<file path="src/hw/rtl/selective_repeat_receiver_window_assert.svh">
// Assertion macros for the receiver window RTL, used by srrw_back.
// Each macro expects clk and rst_n in the scope where it is used.
`ifndef SELECTIVE_REPEAT_RECEIVER_WINDOW_ASSERT_SVH
`define SELECTIVE_REPEAT_RECEIVER_WINDOW_ASSERT_SVH

// Consequent must hold in the same cycle as the antecedent.
`define SRRW_ASSERT_NOW(label, ante, cons, msg) \
  label: assert property (@(posedge clk) disable iff (!rst_n) (ante) |-> (cons)) \
    else $error(msg);

// Consequent must hold in the cycle after the antecedent.
`define SRRW_ASSERT_NEXT(label, ante, cons, msg) \
  label: assert property (@(posedge clk) disable iff (!rst_n) (ante) |=> (cons)) \
    else $error(msg);

`endif

</file>
<file path="src/hw/rtl/srrw_pkg.sv">
// Shared types, constants and checksum helpers for the receiver window.
// No dependencies; imported by every module of the block.
`default_nettype none

package srrw_pkg;

  localparam int SLOT_COUNT = 32;
  localparam int SLOT_W     = $clog2(SLOT_COUNT);
  localparam int WIN_W      = 6;
  localparam int SEQ_W      = 31;
  localparam int PSUM_W     = 11;

  localparam logic [WIN_W-1:0] WIN_RESET   = 6'd32;
  localparam logic [WIN_W-1:0] WIN_MAX     = 6'(SLOT_COUNT);
  localparam logic [31:0]      ACK_SPACE   = 32'd32;
  localparam logic             KIND_ACK    = 1'b0;
  localparam logic             KIND_DATA   = 1'b1;
  localparam logic             FLAG_DUP    = 1'b0;
  localparam logic             FLAG_WINDOW = 1'b1;

  typedef struct packed {
    logic [31:0] seq;
    logic [63:0] plo;
    logic [63:0] pmid;
    logic [31:0] phi;
  } pkt_t;

  typedef enum logic [2:0] {
    B_IDLE = 3'b001,
    B_READ = 3'b010,
    B_SEND = 3'b100
  } bstate_t;

  // Sum of the eight bytes of a word, each taken as a signed value.
  function automatic logic signed [PSUM_W-1:0] byte_sum8(input logic [63:0] w);
    logic signed [PSUM_W-1:0] acc;
    acc = '0;
    for (int i = 0; i < 8; i++) begin
      acc = acc + PSUM_W'(signed'(w[8*i +: 8]));
    end
    return acc;
  endfunction

endpackage

`default_nettype wire

</file>
<file path="src/hw/rtl/srrw_queue.sv">
// Two-entry queue between the checksum front end and the window back end.
// Holds checked packets; uses pkt_t from srrw_pkg.
`default_nettype none

module srrw_queue import srrw_pkg::*; (
  input  wire logic clk,
  input  wire logic rst_n,
  input  wire logic push,
  input  wire pkt_t push_pkt,
  output logic      full,
  output logic      q_valid,
  output pkt_t      head,
  input  wire logic pop
);

  pkt_t       entry_r [2];
  logic       wr_ptr_r, wr_ptr_nxt;
  logic       rd_ptr_r, rd_ptr_nxt;
  logic [1:0] count_r, count_nxt;

  assign full    = (count_r == 2'd2);
  assign q_valid = (count_r != 2'd0);
  assign head    = entry_r[rd_ptr_r];

  always_comb begin
    wr_ptr_nxt = push ? ~wr_ptr_r : wr_ptr_r;
    rd_ptr_nxt = pop ? ~rd_ptr_r : rd_ptr_r;
    count_nxt  = count_r + {1'b0, push} - {1'b0, pop};
  end

  always_ff @(posedge clk) begin
    if (!rst_n) begin
      wr_ptr_r <= 1'b0;
      rd_ptr_r <= 1'b0;
      count_r  <= 2'd0;
    end else begin
      wr_ptr_r <= wr_ptr_nxt;
      rd_ptr_r <= rd_ptr_nxt;
      count_r  <= count_nxt;
    end
  end

  always_ff @(posedge clk) begin
    if (push) begin
      entry_r[wr_ptr_r] <= push_pkt;
    end
  end

endmodule

`default_nettype wire

</file>
<file path="config.mk">
export PLATFORM = sky130hd
export DESIGN_NAME = srrw_queue
export DESIGN_NICKNAME = d
export VERILOG_FILES = /design/src/hw/rtl/selective_repeat_receiver_window_assert.svh /design/src/hw/rtl/srrw_pkg.sv /design/src/hw/rtl/srrw_queue.sv
export SDC_FILE = /design/constraint.sdc
export NUM_CORES = 1
export LEC_CHECK = 0
export BUFFER_PORTS_ARGS = -buffer_cell sky130_fd_sc_hd__buf_2
export CAP_MARGIN = 20
export CORE_MARGIN = 3
export CORE_UTILIZATION = 54
export CTS_BUF_LIST = sky130_fd_sc_hd__clkbuf_8
export CTS_CLUSTER_SIZE = 24
export DETAILED_ROUTE_END_ITERATION = 16
export PLACE_DENSITY = 0.82
export SLEW_MARGIN = 30
export SYNTH_ARGS = -nofsm -noshare
export SYNTH_HDL_FRONTEND = slang
export SYNTH_SLANG_ARGS = --single-unit
</file>
<file path="constraint.sdc">
create_clock -name clk -period 13.4 [get_ports clk]
set_input_delay 1.34 -clock clk [delete_from_list [all_inputs] [get_ports clk]]
set_output_delay 1.34 -clock clk [all_outputs]
set_load 0.05 [all_outputs]
</file>
==> impl_metrics.csv, run 1 <==
group,metric,value,unit
detailed_routing,vias,7365,
yosys,netlist_area,0.0142,sq mm
critical_path,path_buf_inv,2,
die,design.portCount,390,
timing,hold_ws,0.593,ns
critical_path,crit_required,12.06,ns
yosys,async_flop_share,0,%
timing,relSlewSlack,36.0,%
yosys,synth_warnings,0,
flow_run,max-cap-violations,0,
clock_network,cts_setup_buffers,0,
critical_path,slowest_delay,0.81,ns
yosys,synth_top_area_share,81.5,%
critical_path,worstPathCellList,"buf_6 -> mux2_2 -> buf_2",
yosys,syn_nets,816,
timing,finalHoldViolCount,0,
worst_hold_path,hold_depth,2,
power,ir_worst_vdd,0.130,mV
timing,fmax,0.241,GHz
final_layout,drive_above_1_share,60.7,%
final_layout,fin_nets,1252,
final_layout,fin_util,68.2,%
yosys,syn_avg_cell_area,22.9,sq um
yosys,synth_most_common_cell,"edfxtp_1",
placed_design,place.gp.congestion,0.809,
critical_path,rr_endpoint,"entry_r[1][181]",
critical_path,reg2regPathDepth,2,
clock_network,insertion_delay,0.58,ns
timing,fin_ws,9.25,ns
final_layout,fin_cells,1423,
grt,grt_overflow,0,
die,dieWidth,168,microns
detailed_routing,routedWlPerCell,20.6,microns
clock_network,clkSinkCount,389,
worst_hold_path,holdCritStartpoint,"rd_ptr_r",
critical_path,arrival,2.81,ns
die,chipHeight,168,microns
clock_network,cts_buffers,59,
clock_network,path_clk_slew,0.06,ns
critical_path,reg2reg_slack,11.02,ns
critical_path,path_depth,3,
yosys,ys_top_cells_by_area,"edfxtp_1, mux2_2, buf_6",
timing,tightest_slew,0.959,ns
clock_network,postCtsHoldBufs,0,
yosys,ys_seq_area_share,82.2,%
critical_path,cp_top_family,"buffers and inverters",
critical_path,critPathCaptureType,"primary output",
worst_hold_path,hold_end,"rd_ptr_r",
detailed_routing,first_iter_violations,607,
die,die-area,0.0282,sq mm
power,p_leak,6.59,nW
placed_design,port_buffers,389,
timing,maxSlewViolCount,0,
timing,post-route-period-util,31.0,%
clock_network,tritoncts,"built",
yosys,synth_flop_cell,"edfxtp_1",
grt,grt_pass1_vias,7921,
clock_network,cts_root_buffer,"clkbuf_8",
clock_network,cts_resized,0,
grt,grtUsageTotal,20.2,%
detailed_routing,wirelength,29300,microns
detailed_routing,postRouteAntennaNets,0,
grt,grt_antenna_before_repair,7,
critical_path,crit_slowest_cell,"dfxtp_4",
critical_path,r2r_start,"wr_ptr_r",
yosys,syn_inst,618,
detailed_routing,drtPass1Iterations,4,
timing,fin_crit,4.15,ns
critical_path,crit_path_start_kind,"flop",
placed_design,dp.final_hpwl,19600,microns
critical_path,worstSetupPathType,"flop to primary output",
final_layout,areaGrowthSynthToFinish,22.8,%
worst_hold_path,min_path_type,"flop to flop",
status,status,"finished, final reports clean",
yosys,synth_edf_count,384,
grt,grt_pass1_wl,44000,microns
die,start_util,55.6,%
placed_design,dp_slack,9.84,ns
detailed_routing,drc,0,
placed_design,dp_cells,1323,
die,fp-row-count,58,
clock_network,htreeDepth,2,
grt,grt_max_degree,85,
yosys,yosys.cell_types.count,13,
timing,clock_skew,0.0199,ns
detailed_routing,via_per_inst,5.18,
clock_network,cts_buffer_depth,3,
power,power.density,156,mW/mm^2
timing,setup_viol,0,
yosys,synth_top_cell_by_area,"edfxtp_1",
yosys,ys_seq_elements,389,
critical_path,path_max_fanout,82,
die,coreArea,0.0255,sq mm
timing,fin_tns_setup,0,ns
timing,rsz0062_at_grt,"no",
yosys,synthTopCellsByCount,"edfxtp_1, mux2_2, buf_6",
-- metal layers --
metal / GRT usage, % / vias up / part of all wire (%)
met1: 23.2 / 3598 / 35
met4: 7.29 / 12 / 2.6
li1: - / 3345 / -
met3: 8.48 / 61 / 11
met2: 34.2 / 349 / 50
met5: 0 / - / 0.24
-- sequential cells by signal, summed over array words and instances, names as in the netlist, named ones only --
signal / count
entry_r: 384
count_r: 2
rd_ptr_r: 1
wr_ptr_r: 1
-- power by group --
group	switching, mW	internal, mW	total (mW)
clock	0.414	0.413	0.826
combinational	0.328	0.128	0.456
sequential	0.0203	1.41	1.43
-- cells by family (layout without fill, tap and decap cells) --
kind of cell,count (synthesis),in the layout,synth area share (%)
AOI/OAI and AO/OA,1,1,0.0531
DFF,389,389,82.2
muxes,192,192,15.3
adders and majority gates,2,2,0.177
buffers and inverters,23,497,1.68
xor gates and xnor gates,2,2,0.221
other,0,1,0
and+or+nand+nor,9,9,0.398
-- worst max path at each step --
| stage | start | endpoint | slack (ns) |
|---|---|---|---|
| 6_report | flop | head[154] | 9.25 |
| 2_1_floorplan | push | wr_ptr_r | 2.97 |
| 4_1_cts | flop | head[150] | 9.18 |
| 3_5_place_dp | flop | head[132] | 9.84 |
| 5_1_grt | flop | head[159] | 9.10 |
| 3_3_place_gp | push | entry_r[0][152] | 9.57 |
-- per-stage QoR --
step / total power, mW / cell area, sq um
after floorplan: 1.81 / 14200
after global placement: 1.90 / 16300
after detailed placement: 1.91 / 16400
after CTS: 2.74 / 17400
after global routing: 2.82 / 17400
final: 2.71 / 17400
-- area by class of cell --
| type | instances | area [sq um] |
|---|---|---|
| fillers | 1650 | 8100 |
| clock buffers | 60 | 826 |
| repair buffers | 396 | 2030 |
| clock inverters | 39 | 170 |
| diodes | 1 | 2.50 |
| inverters | 2 | 7.51 |
| multi-input cells | 206 | 2290 |
| well taps | 330 | 413 |
| flip-flops and latches | 389 | 11600 |
-- worst register-to-register path, stage by stage, from the launching register on --
cell,delay (ns)
dfxtp_1,0.39
and2_4,0.67
buf_4,0.85
-- cells in the final DEF, fill, tap and decap left out, types with 4 or more instances in the layout --
master    count
buf_2       389
clkinv_2      8
clkbuf_8     60
edfxtp_1    384
mux2_2      192
dfxtp_1       4
inv_1        19
clkinv_1     11
(Power assumes the default switching activity.)
==> run 2: changes to the inputs <==
ABC_AREA = 1   (was not set)
CORE_UTILIZATION = 49   (was 54)
PLACE_DENSITY = 0.78   (was 0.82)
clock period = 3.5 ns   (was 13.4 ns; I/O delays follow)
==> impl_metrics.csv, run 2 <==
group,metric,value,unit
final_layout,design_area,0.0196,sq mm
timing,clock_skew,0.0295,ns
die,fp-row-count,61,
power,total_power,10.7,mW
critical_path,crit_path_start_kind,"flop",
clock_network,cts_buffers,59,
critical_path,reg2reg_slack,1.68,ns
die,chipHeight,176,microns
grt,grt_overflow,0,
detailed_routing,drc,0,
clock_network,path_clk_slew,0.06,ns
yosys,syn_inst,630,
timing,rsz0062_at_grt,"no",
die,coreArea,0.0281,sq mm
clock_network,cts_resized,0,
timing,finalHoldViolCount,0,
yosys,ys_seq_elements,389,
final_layout,fillers,1738,
final_layout,fin_util,69.9,%
yosys,yosys.cell_types.count,11,
clock_network,clkSinkCount,389,
placed_design,dp_cells,1395,
yosys,synth_warnings,0,
critical_path,cp_top_family,"buffers and inverters",
timing,tightest_slew,0.906,ns
final_layout,areaGrowthSynthToFinish,38.7,%
critical_path,path_max_fanout,102,
yosys,synth_top_area_share,81.5,%
final_layout,largest_registers,"entry_r: 384 flops, count_r: 2 flops",
critical_path,crit_slowest_cell,"dfxtp_4",
detailed_routing,routedWlPerCell,20.8,microns
detailed_routing,via_per_inst,5.02,
clock_network,htreeDepth,2,
detailed_routing,drtPass1Iterations,5,
die,design.portCount,390,
worst_hold_path,min_path_type,"input port to flop",
yosys,netlist_area,0.0141,sq mm
final_layout,drive_above_1_share,51.3,%
yosys,synth_flop_cell,"edfxtp_1",
critical_path,worstSetupPathType,"flop to primary output",
critical_path,path_buf_inv,2,
power,ir_worst_vdd,0.516,mV
clock_network,cts_root_buffer,"clkbuf_8",
clock_network,tritoncts,"built",
die,die-area,0.0309,sq mm
flow_run,max-cap-violations,0,
detailed_routing,vias,8532,
placed_design,placed_area,0.0166,sq mm
yosys,ys_top_cells_by_area,"edfxtp_1, mux2_2, buf_6",
final_layout,largest_reg_flops,384,
detailed_routing,first_iter_violations,534,
critical_path,critPathCaptureType,"primary output",
critical_path,slowest_delay,0.60,ns
timing,hold_ws,0.0818,ns
grt,grt_antenna_before_repair,2,
detailed_routing,postRouteAntennaNets,0,
die,start_util,50.4,%
clock_network,cts_buffer_depth,3,
timing,setup_viol,0,
final_layout,fin_cells,1699,
placed_design,port_buffers,389,
placed_design,place.gp.congestion,0.748,
placed_design,dp.final_hpwl,20300,microns
clock_network,insertion_delay,0.59,ns
timing,relSlewSlack,39.4,%
yosys,synth_most_common_cell,"edfxtp_1",
yosys,ys_seq_area_share,82.2,%
timing,maxSlewViolCount,0,
yosys,synth_edf_count,384,
grt,grt_pass1_vias,9445,
die,dieWidth,176,microns
yosys,synthTopCellsByCount,"edfxtp_1, mux2_2, buf_6",
status,status,"finished, final reports clean",
critical_path,crit_required,3.15,ns
grt,grt_max_degree,103,
yosys,syn_avg_cell_area,22.5,sq um
final_layout,top_register,"entry_r",
timing,post-route-period-util,79.2,%
final_layout,final_cell_mix,"buf_2, edfxtp_1, dlygate4sd3_1",
timing,fin_crit,2.77,ns
grt,grtUsageTotal,22.3,%
final_layout,mostFrequentLayoutCell,"buf_2",
timing,fmax,0.361,GHz
detailed_routing,wirelength,35300,microns
yosys,syn_nets,828,
final_layout,fin_nets,1469,
grt,grt_pass1_wl,52900,microns
power,power.density,543,mW/mm^2
power,p_leak,7.52,nW
critical_path,worstPathCellList,"buf_12 -> mux2_2 -> buf_2",
yosys,async_flop_share,0,%
yosys,synth_top_cell_by_area,"edfxtp_1",
critical_path,arrival,2.42,ns
[run 2: cell count changes after synthesis]
| cell | change |
|---|---|
| nand2_1 | +9 |
| nand3_1 | +1 |
| nor2_1 | +8 |
| a21oi_1 | +1 |
| xnor3_1 | -1 |
| o21a_1 | -1 |
| xor2_1 | -1 |
| or2_2 | -1 |
| nor2b_1 | -4 |
| inv_1 | +5 |
| and2_1 | -4 |
[run 2: stage by stage]
stage / setup TNS [ns] / worst slack (ns)
6_report: 0 / 0.727
5_1_grt: 0 / 0.632
4_1_cts: 0 / 0.698
3_5_place_dp: 0 / 1.32
3_3_place_gp: 0 / 1.35
2_1_floorplan: -50.42 / -0.145
[run 2: cell families (layout without fill, tap and decap cells)]
family | after synthesis | in the layout | share of synthesized area (%)
AND/OR/NAND/NOR | 18 | 18 | 0.486
other | 0 | 2 | 0
AO/OA/AOI/OAI | 1 | 1 | 0.0353
flip-flops | 389 | 389 | 82.2
buffers and inverters | 28 | 717 | 1.81
adder cells (fa/ha/maj) | 2 | 2 | 0.177
multiplexers | 192 | 192 | 15.3
[run 2: path summary, 6_finish.rpt]
check / from / endpoint / cells after the start
worst max-delay path: flop / head[88] / 3
worst min-delay path: pop / flop / 3
worst max register to register: wr_ptr_r / entry_r[0][30] / 2
worst min register to register: rd_ptr_r / flop / 2
[run 2: final cells by class]
type / instances / area (sq um) / share of cell area, %
tap: 378 / 473 / 2.41
clock inverter: 48 / 224 / 1.14
clock buffer: 61 / 840 / 4.28
sequential: 389 / 11600 / 59.3
inverter: 7 / 42.5 / 0.217
timing repair buffer: 601 / 4120 / 21.0
multi-input combinational: 213 / 2280 / 11.6
antenna: 2 / 5.00 / 0.0255
[run 2: worst register-to-register path, cell delays in order, from the launching register on]
cell and delay [ns]:
dfxtp_2 0.36, nor2_4 0.70, buf_4 0.43
[run 2: power by group]
part           internal [mW]  switching [mW]
registers               5.40          0.0730
logic                  0.590            1.21
clock network           1.69            1.70
total                   7.68            2.98
[run 2: repair_timing]
action / CTS / global route
hold buffers: 193 / 0
setup buffers: 0 / 0
hold endpoints to repair: 387 / 0
[run 2: layer usage]
| metal | global-route usage (%) | vias up | wire [microns] |
|---|---|---|---|
| li1 | - | 3801 | - |
| met1 | 24.2 | 4196 | 12000 |
| met2 | 41.1 | 466 | 19100 |
| met3 | 6.77 | 69 | 3210 |
| met4 | 8.08 | 0 | 941 |
| met5 | 0 | - | 0 |
