### src/hw/rtl/selective_repeat_receiver_window_assert.svh
// Assertion macros for the receiver window RTL, used by srrw_back.
// Each macro expects clk and rst_n in the scope where it is used.
`ifndef SELECTIVE_REPEAT_RECEIVER_WINDOW_ASSERT_SVH
`define SELECTIVE_REPEAT_RECEIVER_WINDOW_ASSERT_SVH

// Consequent must hold in the same cycle as the antecedent.
`define SRRW_ASSERT_NOW(label, ante, cons, msg) \
  label: assert property (@(posedge clk) disable iff (!rst_n) (ante) |-> (cons)) \
    else $error(msg);

// Consequent must hold in the cycle after the antecedent.
`define SRRW_ASSERT_NEXT(label, ante, cons, msg) \
  label: assert property (@(posedge clk) disable iff (!rst_n) (ante) |=> (cons)) \
    else $error(msg);

`endif

### src/hw/rtl/srrw_pkg.sv
// Shared types, constants and checksum helpers for the receiver window.
// No dependencies; imported by every module of the block.
`default_nettype none

package srrw_pkg;

  localparam int SLOT_COUNT = 32;
  localparam int SLOT_W     = $clog2(SLOT_COUNT);
  localparam int WIN_W      = 6;
  localparam int SEQ_W      = 31;
  localparam int PSUM_W     = 11;

  localparam logic [WIN_W-1:0] WIN_RESET   = 6'd32;
  localparam logic [WIN_W-1:0] WIN_MAX     = 6'(SLOT_COUNT);
  localparam logic [31:0]      ACK_SPACE   = 32'd32;
  localparam logic             KIND_ACK    = 1'b0;
  localparam logic             KIND_DATA   = 1'b1;
  localparam logic             FLAG_DUP    = 1'b0;
  localparam logic             FLAG_WINDOW = 1'b1;

  typedef struct packed {
    logic [31:0] seq;
    logic [63:0] plo;
    logic [63:0] pmid;
    logic [31:0] phi;
  } pkt_t;

  typedef enum logic [2:0] {
    B_IDLE = 3'b001,
    B_READ = 3'b010,
    B_SEND = 3'b100
  } bstate_t;

  // Sum of the eight bytes of a word, each taken as a signed value.
  function automatic logic signed [PSUM_W-1:0] byte_sum8(input logic [63:0] w);
    logic signed [PSUM_W-1:0] acc;
    acc = '0;
    for (int i = 0; i < 8; i++) begin
      acc = acc + PSUM_W'(signed'(w[8*i +: 8]));
    end
    return acc;
  endfunction

endpackage

`default_nettype wire

### src/hw/rtl/srrw_front.sv
// Front end: registers each incoming request with its byte sums and checks the checksum.
// Passing packets are pushed into the queue; failing ones are dropped. Uses srrw_pkg.
`default_nettype none

module srrw_front import srrw_pkg::*; (
  input  wire logic        clk,
  input  wire logic        rst_n,
  input  wire logic        in_valid,
  output logic             in_stall,
  input  wire logic [31:0] seq_num,
  input  wire logic [31:0] ack_field,
  input  wire logic [31:0] check_value,
  input  wire logic [63:0] payload_low,
  input  wire logic [63:0] payload_mid,
  input  wire logic [31:0] payload_high,
  output logic             push,
  output pkt_t             push_pkt,
  input  wire logic        q_full
);

  logic                     s1_valid_r, s1_valid_nxt;
  pkt_t                     s1_pkt_r;
  logic [31:0]              s1_ack_r;
  logic [31:0]              s1_chk_r;
  logic signed [PSUM_W-1:0] s1_plo_r, s1_pmid_r, s1_phi_r;
  logic [31:0]              total;
  logic                     pass;
  logic                     s1_go;
  logic                     accept;

  assign total = s1_pkt_r.seq + s1_ack_r
               + {{(32-PSUM_W){s1_plo_r[PSUM_W-1]}}, s1_plo_r}
               + {{(32-PSUM_W){s1_pmid_r[PSUM_W-1]}}, s1_pmid_r}
               + {{(32-PSUM_W){s1_phi_r[PSUM_W-1]}}, s1_phi_r};
  assign pass     = (total == s1_chk_r);
  assign s1_go    = s1_valid_r && (!pass || !q_full);
  assign in_stall = s1_valid_r && !s1_go;
  assign accept   = in_valid && !in_stall;
  assign push     = s1_valid_r && pass && !q_full;
  assign push_pkt = s1_pkt_r;

  always_comb begin
    if (accept) begin
      s1_valid_nxt = 1'b1;
    end else if (s1_go) begin
      s1_valid_nxt = 1'b0;
    end else begin
      s1_valid_nxt = s1_valid_r;
    end
  end

  always_ff @(posedge clk) begin
    if (!rst_n) begin
      s1_valid_r <= 1'b0;
    end else begin
      s1_valid_r <= s1_valid_nxt;
    end
  end

  always_ff @(posedge clk) begin
    if (accept) begin
      s1_pkt_r.seq  <= seq_num;
      s1_pkt_r.plo  <= payload_low;
      s1_pkt_r.pmid <= payload_mid;
      s1_pkt_r.phi  <= payload_high;
      s1_ack_r      <= ack_field;
      s1_chk_r      <= check_value;
      s1_plo_r      <= byte_sum8(payload_low);
      s1_pmid_r     <= byte_sum8(payload_mid);
      s1_phi_r      <= byte_sum8({32'h0, payload_high});
    end
  end

endmodule

`default_nettype wire

### config.mk
export PLATFORM = sky130hd
export DESIGN_NAME = srrw_front
export DESIGN_NICKNAME = d
export VERILOG_FILES = /design/src/hw/rtl/selective_repeat_receiver_window_assert.svh /design/src/hw/rtl/srrw_pkg.sv /design/src/hw/rtl/srrw_front.sv
export SDC_FILE = /design/constraint.sdc
export NUM_CORES = 1
export LEC_CHECK = 0
export BUFFER_PORTS_ARGS = -buffer_cell sky130_fd_sc_hd__buf_2
export CAP_MARGIN = 20
export CORE_ASPECT_RATIO = 0.7
export CORE_MARGIN = 3
export CORE_UTILIZATION = 39
export CTS_CLUSTER_SIZE = 10
export DETAILED_ROUTE_END_ITERATION = 10
export GPL_TIMING_DRIVEN = 0
export PLACE_DENSITY = 0.69
export SYNTH_ARGS = -nofsm -noshare
export SYNTH_HDL_FRONTEND = slang
export SYNTH_SLANG_ARGS = --single-unit
### constraint.sdc
create_clock -name clk -period 21 [get_ports clk]
set_input_delay 1.05 -clock clk [delete_from_list [all_inputs] [get_ports clk]]
set_output_delay 1.05 -clock clk [all_outputs]
set_load 0.03 [all_outputs]
==> results of run 1 <==
sequential cells by signal, summed over array words and instances, names as in the netlist:
name / cells
s1_chk_r: 32
s1_ack_r: 32
push_pkt: 192
s1_valid_r: 1
s1_phi_r: 11
s1_pmid_r: 11
s1_plo_r: 11
cell usage in the layout (no fill, tap or decap), types with 5 or more instances in the layout:
cell type / Yosys / routed
nand2b_1: 5 / 5
a21o_1: 14 / 14
o21a_1: 13 / 13
o21bai_1: 12 / 12
a211oi_1: 5 / 5
o2111ai_1: 5 / 5
xnor2_1: 58 / 58
xor2_1: 17 / 17
o211ai_1: 6 / 6
diode_2: 0 / 5
clkbuf_16: 0 / 38
nor2_1: 25 / 25
inv_1: 175 / 175
o21ai_0: 26 / 26
fa_1: 211 / 211
edfxtp_1: 289 / 289
nand2_1: 31 / 31
nand4_1: 14 / 14
a21oi_1: 53 / 53
clkbuf_1: 7 / 11
buf_2: 7 / 460
buf_12: 0 / 9
nor3_1: 5 / 5
ha_1: 64 / 64
metal layers:
layer / global-route usage (%) / vias up / part of all wire [%]
met2: 29.3 / 380 / 46
met4: 4.58 / 12 / 2.1
met5: 0 / - / 0.18
met1: 26.7 / 5339 / 44
met3: 5.09 / 75 / 7.6
li1: - / 4907 / -
logic make-up (layout without fill, tap and decap cells):
| kind of cell | after synthesis | count (layout) | share of synthesized area (%) |
|---|---|---|---|
| DFF | 290 | 290 | 51.3 |
| adders and majority gates | 275 | 275 | 29.6 |
| muxes | 5 | 5 | 0.310 |
| and+or+nand+nor | 108 | 108 | 3.42 |
| xor gates and xnor gates | 76 | 76 | 3.97 |
| AOI/OAI and AO/OA | 177 | 177 | 7.04 |
| buffers and inverters | 191 | 706 | 4.31 |
| other | 0 | 5 | 0 |
worst max-delay path, cell delays in order (launching register included):
cell and delay (ns):
edfxtp_1 0.57, buf_16 0.25, fa_1 0.46, fa_1 0.51, fa_1 0.41, ha_1 0.27
buf_2 0.18, a21oi_1 0.38, o21ai_0 0.36, a32oi_1 0.30, o311ai_0 0.21, nor4_2 0.28
o2111ai_1 0.19, or4b_4 0.57, nor4_4 0.38, buf_2 0.27
worst min path at each step:
stage | start | endpoint | slack, ns
final | check_value[15] | s1_chk_r[15]$_DFFE_PP_ | 0.69
after global routing | ack_field[6] | s1_ack_r[6]$_DFFE_PP_ | 0.66
after CTS | ack_field[6] | s1_ack_r[6]$_DFFE_PP_ | 0.66
after detailed placement | s1_chk_r[30]$_DFFE_PP_ | s1_valid_r$_SDFFE_PN0P_ | 0.93
after global placement | s1_chk_r[30]$_DFFE_PP_ | s1_valid_r$_SDFFE_PN0P_ | 0.95
after floorplan | s1_chk_r[29]$_DFFE_PP_ | s1_valid_r$_SDFFE_PN0P_ | 0.91
area by class of cell:
type,instances,area share (%)
clock inverters,6,0.194
clock buffers,44,4.67
well taps,585,3.44
inverters,175,3.09
flip-flops and latches,290,40.9
plain buffers,16,0.347
diodes,5,0.0588
repair buffers,465,11.9
multi-input cells,641,35.4
per-stage QoR:
step	setup slack, ns	cell area [um2]
after global placement	-3.11	20000
after detailed placement	14.24	20200
after CTS	13.78	21300
after global routing	13.55	21300
final	13.82	21300
after floorplan	3.07	17000
==> flow_summary.yaml, run 1 <==
setup_path:
  worstPathMaxFanout: 16
  path_class: "register to output port"
  endpoint: "in_stall"
  cp.required_ns: 19.95
  r2r_end: "push_pkt[115]$_DFFE_PP_"
  worst_setup_path_end_kind: "output port"
  r2r_slack_ns: 14.23
  arrival_ns: 6.13
  worstSetupStartpointType: "register"
  worstRegToRegCells: 20
  startpoint: "s1_plo_r[10]$_DFFE_PP_"
  r2r-start: "s1_plo_r[10]$_DFFE_PP_"
clocking:
  ctsHoldBuffers: 0
  cts_buffers: 36
  ctsHtreeMaxLevel: 2
  cts_tree: "built"
  post_cts_buffers: 0
  clockRootBuffer: "clkbuf_16"
  ctsResizeCount: 0
  cts.reportedPaths.clkPinSlew_ns: 0.06
  clock-sinks: 290
  clock_path_buffers: 3
  insertion_delay_ns: 0.53
yosys:
  ys_ff_latch: 290
  synthTopCellsByArea: "edfxtp_1 51%, fa_1 25%, ha_1 4.7%"
  synth_cell_type_count: 72
  synth_top_area_share_pct: 51.2
  ys_top_cells_by_count: "289 x edfxtp_1, 211 x fa_1, 175 x inv_1"
  yosys_most_used_dff: "edfxtp_1"
  synth_cells: 1122
  syn-num-nets: 1657
  synthArstFlopShare_pct: 0
  yosysMostFrequentCell: "edfxtp_1"
  avgSynthCellArea_um2: 15.1
  ys_warn_count: 0
  syn-cell-area_um2: 17000
  ys_seq_area_share_pct: 51.3
  synth_top_cell_by_area: "edfxtp_1"
  synth_edf_count: 289
die:
  core_area_um2: 42600
  fp.dieH_um: 180
  num_io_pins: 454
  die_width_um: 255
  start_util_pct: 39.8
  rows: 63
  dieArea_um2: 46000
hold_path:
  hp-class: "primary input to register"
  min_path_cells: 1
routing:
  finalWirelength_um: 43700
  drtAntennaViolNets: 0
  vias_per_cell: 4.81
  drt_pass1_iterations: 5
  drcViolationCount: 0
  wl_per_cell_um: 19.6
  initialDrtViolationCount: 560
  vias: 10700
global_route:
  antenna_found_initial: 18
  grt_pass1_vias: 11400
  grt_use_total_pct: 18.9
  overflow: 0
  grt_pass1_wl_um: 65800
  grt_start_max_net_pins: 38
final_layout:
  nFillCells: 3669
  stdcell_count: 2227
  final_nets: 2160
  utilization_pct: 49.9
  multi_input_area_um2: 7530
  area_growth_pct: 25.5
  seqCellArea_um2: 8700
  layout-drive-gt1-share_pct: 32.8
timing:
  tightestPinTransition_ns: 0.984
  fin_skew_ns: 0.0275
  hold_viol: 0
  fin_worst_hold_slack_ns: 0.692
  setup_viol: 0
  fin_crit_sh_pct: 34.2
  fin_crit_ns: 7.18
  slew_viol_final: 0
  setup_tns_ns: 0
  slew_headroom_pct: 33.7
  rsz0062_at_grt: "false"
  max_clock_freq_ghz: 0.139
run:
  maxCapViolations: 0
placement:
  dp.cells: 2172
  dp_hpwl_um: 36200
  gp_congestion: 0.888
  numPortBuffers: 453
run_status:
  outcome: "finished, final reports clean"
Power of run 1 is left out: the tool's default activity adds up to more than one toggle a clock period on the data nets, which glitch-free logic cannot reach.
==> run 2: changes to the inputs <==
ABC_AREA = 1   (was unset)
clock period = 6.65 ns   (was 21 ns; I/O delays follow)
==> run 2 against run 1 <==
  * Die area grew 3.3%
  * Critical path type is now register to register
  * Flip-flop and latch count is the same
  * Worst hold slack lost 0.66 ns
  * Critical endpoint is now push_pkt[115]$_DFFE_PP_
  * Cell count grew 22%
  * Synthesized cell count grew 25%
  * Synthesized area grew 3.4%
  * Design area grew 13%
  * Largest cell class unchanged
==> flow_summary.yaml, run 2 <==
final_layout:
  layout_commonest_cell: "buf_2"
  utilization_pct: 54.7
  final_nets: 2652
  area_growth_pct: 37.4
  final_cell_mix: "453 x buf_2, 289 x edfxtp_1, 279 x inv_1"
  stdcell_count: 2725
  layout-drive-gt1-share_pct: 26.0
  largest_reg_flops: 192
  nFillCells: 3707
timing:
  rsz0062_at_grt: "false"
  slew_headroom_pct: 54.2
  fin_skew_ns: 0.0228
  max_clock_freq_ghz: 0.165
  hold_viol: 0
  slew_viol_final: 0
  setup_viol: 0
  fin_crit_ns: 6.05
  fin_crit_sh_pct: 90.9
  tightestPinTransition_ns: 0.687
yosys:
  ys_ff_latch: 290
  synthTopCellsByArea: "edfxtp_1 50%, fa_1 24%, inv_1 6.0%"
  synth_cells: 1402
  yosys_most_used_dff: "edfxtp_1"
  ys_seq_area_share_pct: 49.6
  synth_edf_count: 289
  ys_top_cells_by_count: "289 x edfxtp_1, 281 x inv_1, 251 x nand2_1"
  synthArstFlopShare_pct: 0
  yosysMostFrequentCell: "edfxtp_1"
  synth_top_area_share_pct: 49.5
  ys_warn_count: 0
  syn-num-nets: 1937
  synth_top_cell_by_area: "edfxtp_1"
  avgSynthCellArea_um2: 12.5
  syn-cell-area_um2: 17500
  synth_cell_type_count: 35
global_route:
  overflow: 0
  antenna_found_initial: 4
  grt_pass1_wl_um: 79000
  grt_start_max_net_pins: 38
  grt_pass1_vias: 13800
  grt_use_total_pct: 21.8
clocking:
  ctsHoldBuffers: 211
  clockRootBuffer: "clkbuf_16"
  cts_tree: "built"
  clock_path_buffers: 3
  clock-sinks: 290
  insertion_delay_ns: 0.53
  cts.reportedPaths.clkPinSlew_ns: 0.05
  ctsHtreeMaxLevel: 2
  post_cts_buffers: 0
  ctsResizeCount: 0
  cts_buffers: 36
die:
  core_area_um2: 44000
  fp.dieH_um: 183
  rows: 64
  dieArea_um2: 47500
  start_util_pct: 39.8
  num_io_pins: 454
  die_width_um: 259
setup_path:
  max_stage_delay_ns: 0.57
  path_buf_inv: 6
  arrival_ns: 6.26
  crit_slowest_cell: "fa_1"
  path_class: "register to register"
  cp.required_ns: 6.86
  cp_top_family: "adder cells"
  worst_setup_path_end_kind: "register"
  r2r-start: "s1_plo_r[1]$_DFFE_PP_"
  worstPathMaxFanout: 35
  worstSetupStartpointType: "register"
  startpoint: "s1_plo_r[1]$_DFFE_PP_"
  r2r_slack_ns: 0.60
  crit_top_cell: "nand2_1"
  worst-path-stages: 27
  worstRegToRegCells: 27
  endpoint: "push_pkt[115]$_DFFE_PP_"
  r2r_end: "push_pkt[115]$_DFFE_PP_"
routing:
  drt_pass1_iterations: 4
  vias: 12700
  drtAntennaViolNets: 0
  finalWirelength_um: 51200
  drcViolationCount: 0
  initialDrtViolationCount: 828
  vias_per_cell: 4.67
  wl_per_cell_um: 18.8
placement:
  dp.cells: 2460
  numPortBuffers: 453
  dp_hpwl_um: 39200
  gp_congestion: 0.855
hold_path:
  hp-class: "primary input to register"
  min_path_cells: 1
run_status:
  outcome: "finished, final reports clean"
run:
  maxCapViolations: 0
## run 2: worst min-delay path by stage
stage | to | startpoint
final | push_pkt[46]$_DFFE_PP_ | payload_mid[14]
after global routing | push_pkt[103]$_DFFE_PP_ | payload_low[7]
after CTS | s1_chk_r[4]$_DFFE_PP_ | check_value[4]
after detailed placement | s1_valid_r$_SDFFE_PN0P_ | s1_valid_r$_SDFFE_PN0P_
after global placement | s1_valid_r$_SDFFE_PN0P_ | s1_valid_r$_SDFFE_PN0P_
after floorplan | push_pkt[0]$_DFFE_PP_ | payload_high[0]
## run 2: cells by family (layout without fill, tap and decap cells)
family / count (synthesis) / in the layout / share of synthesized area (%)
and+or+nand+nor: 422 / 422 / 10.3
DFF: 290 / 290 / 49.6
buffers and inverters: 283 / 1008 / 6.08
adders and majority gates: 275 / 275 / 28.7
AOI/OAI and AO/OA: 71 / 71 / 2.26
xor gates and xnor gates: 61 / 61 / 3.05
other: 0 / 4 / 0
## run 2: final cells by class
class                   count  area (um2)  area share (%)
well taps                 594         743            3.09
flip-flops and latches    290        8700            36.1
clock buffers              41         961            3.99
multi-input cells         829        7850            32.6
repair buffers            677        4650            19.3
inverters                 282        1060            4.40
diodes                      4        10.0          0.0416
clock inverters             7        95.1           0.395
plain buffers               1        7.51          0.0312
## run 2: per-stage QoR
| step | setup TNS, ns | hold slack (ns) | cell area (um2) | setup slack [ns] |
|---|---|---|---|---|
| floorplan | -542.28 | 0.431 | 17600 | -1.88 |
| global placement | -1263.88 | 0.499 | 20600 | -4.42 |
| detailed placement | 0 | 0.491 | 20900 | 0.355 |
| CTS | 0 | 0.000402 | 24000 | 0.328 |
| global route | 0 | 0.00116 | 24100 | 0.271 |
| finish | 0 | 0.0273 | 24100 | 0.603 |
## run 2: metal layers
layer  GRT usage [%]  part of all wire, %  vias to the layer above
met1            29.6                   43                     6298
li1                -                    -                     5914
met4            7.03                  3.3                        0
met2            36.0                   48                      413
met3            3.93                  5.6                      104
met5               0                    0                        -
Power of run 2 is left out for the same reason.
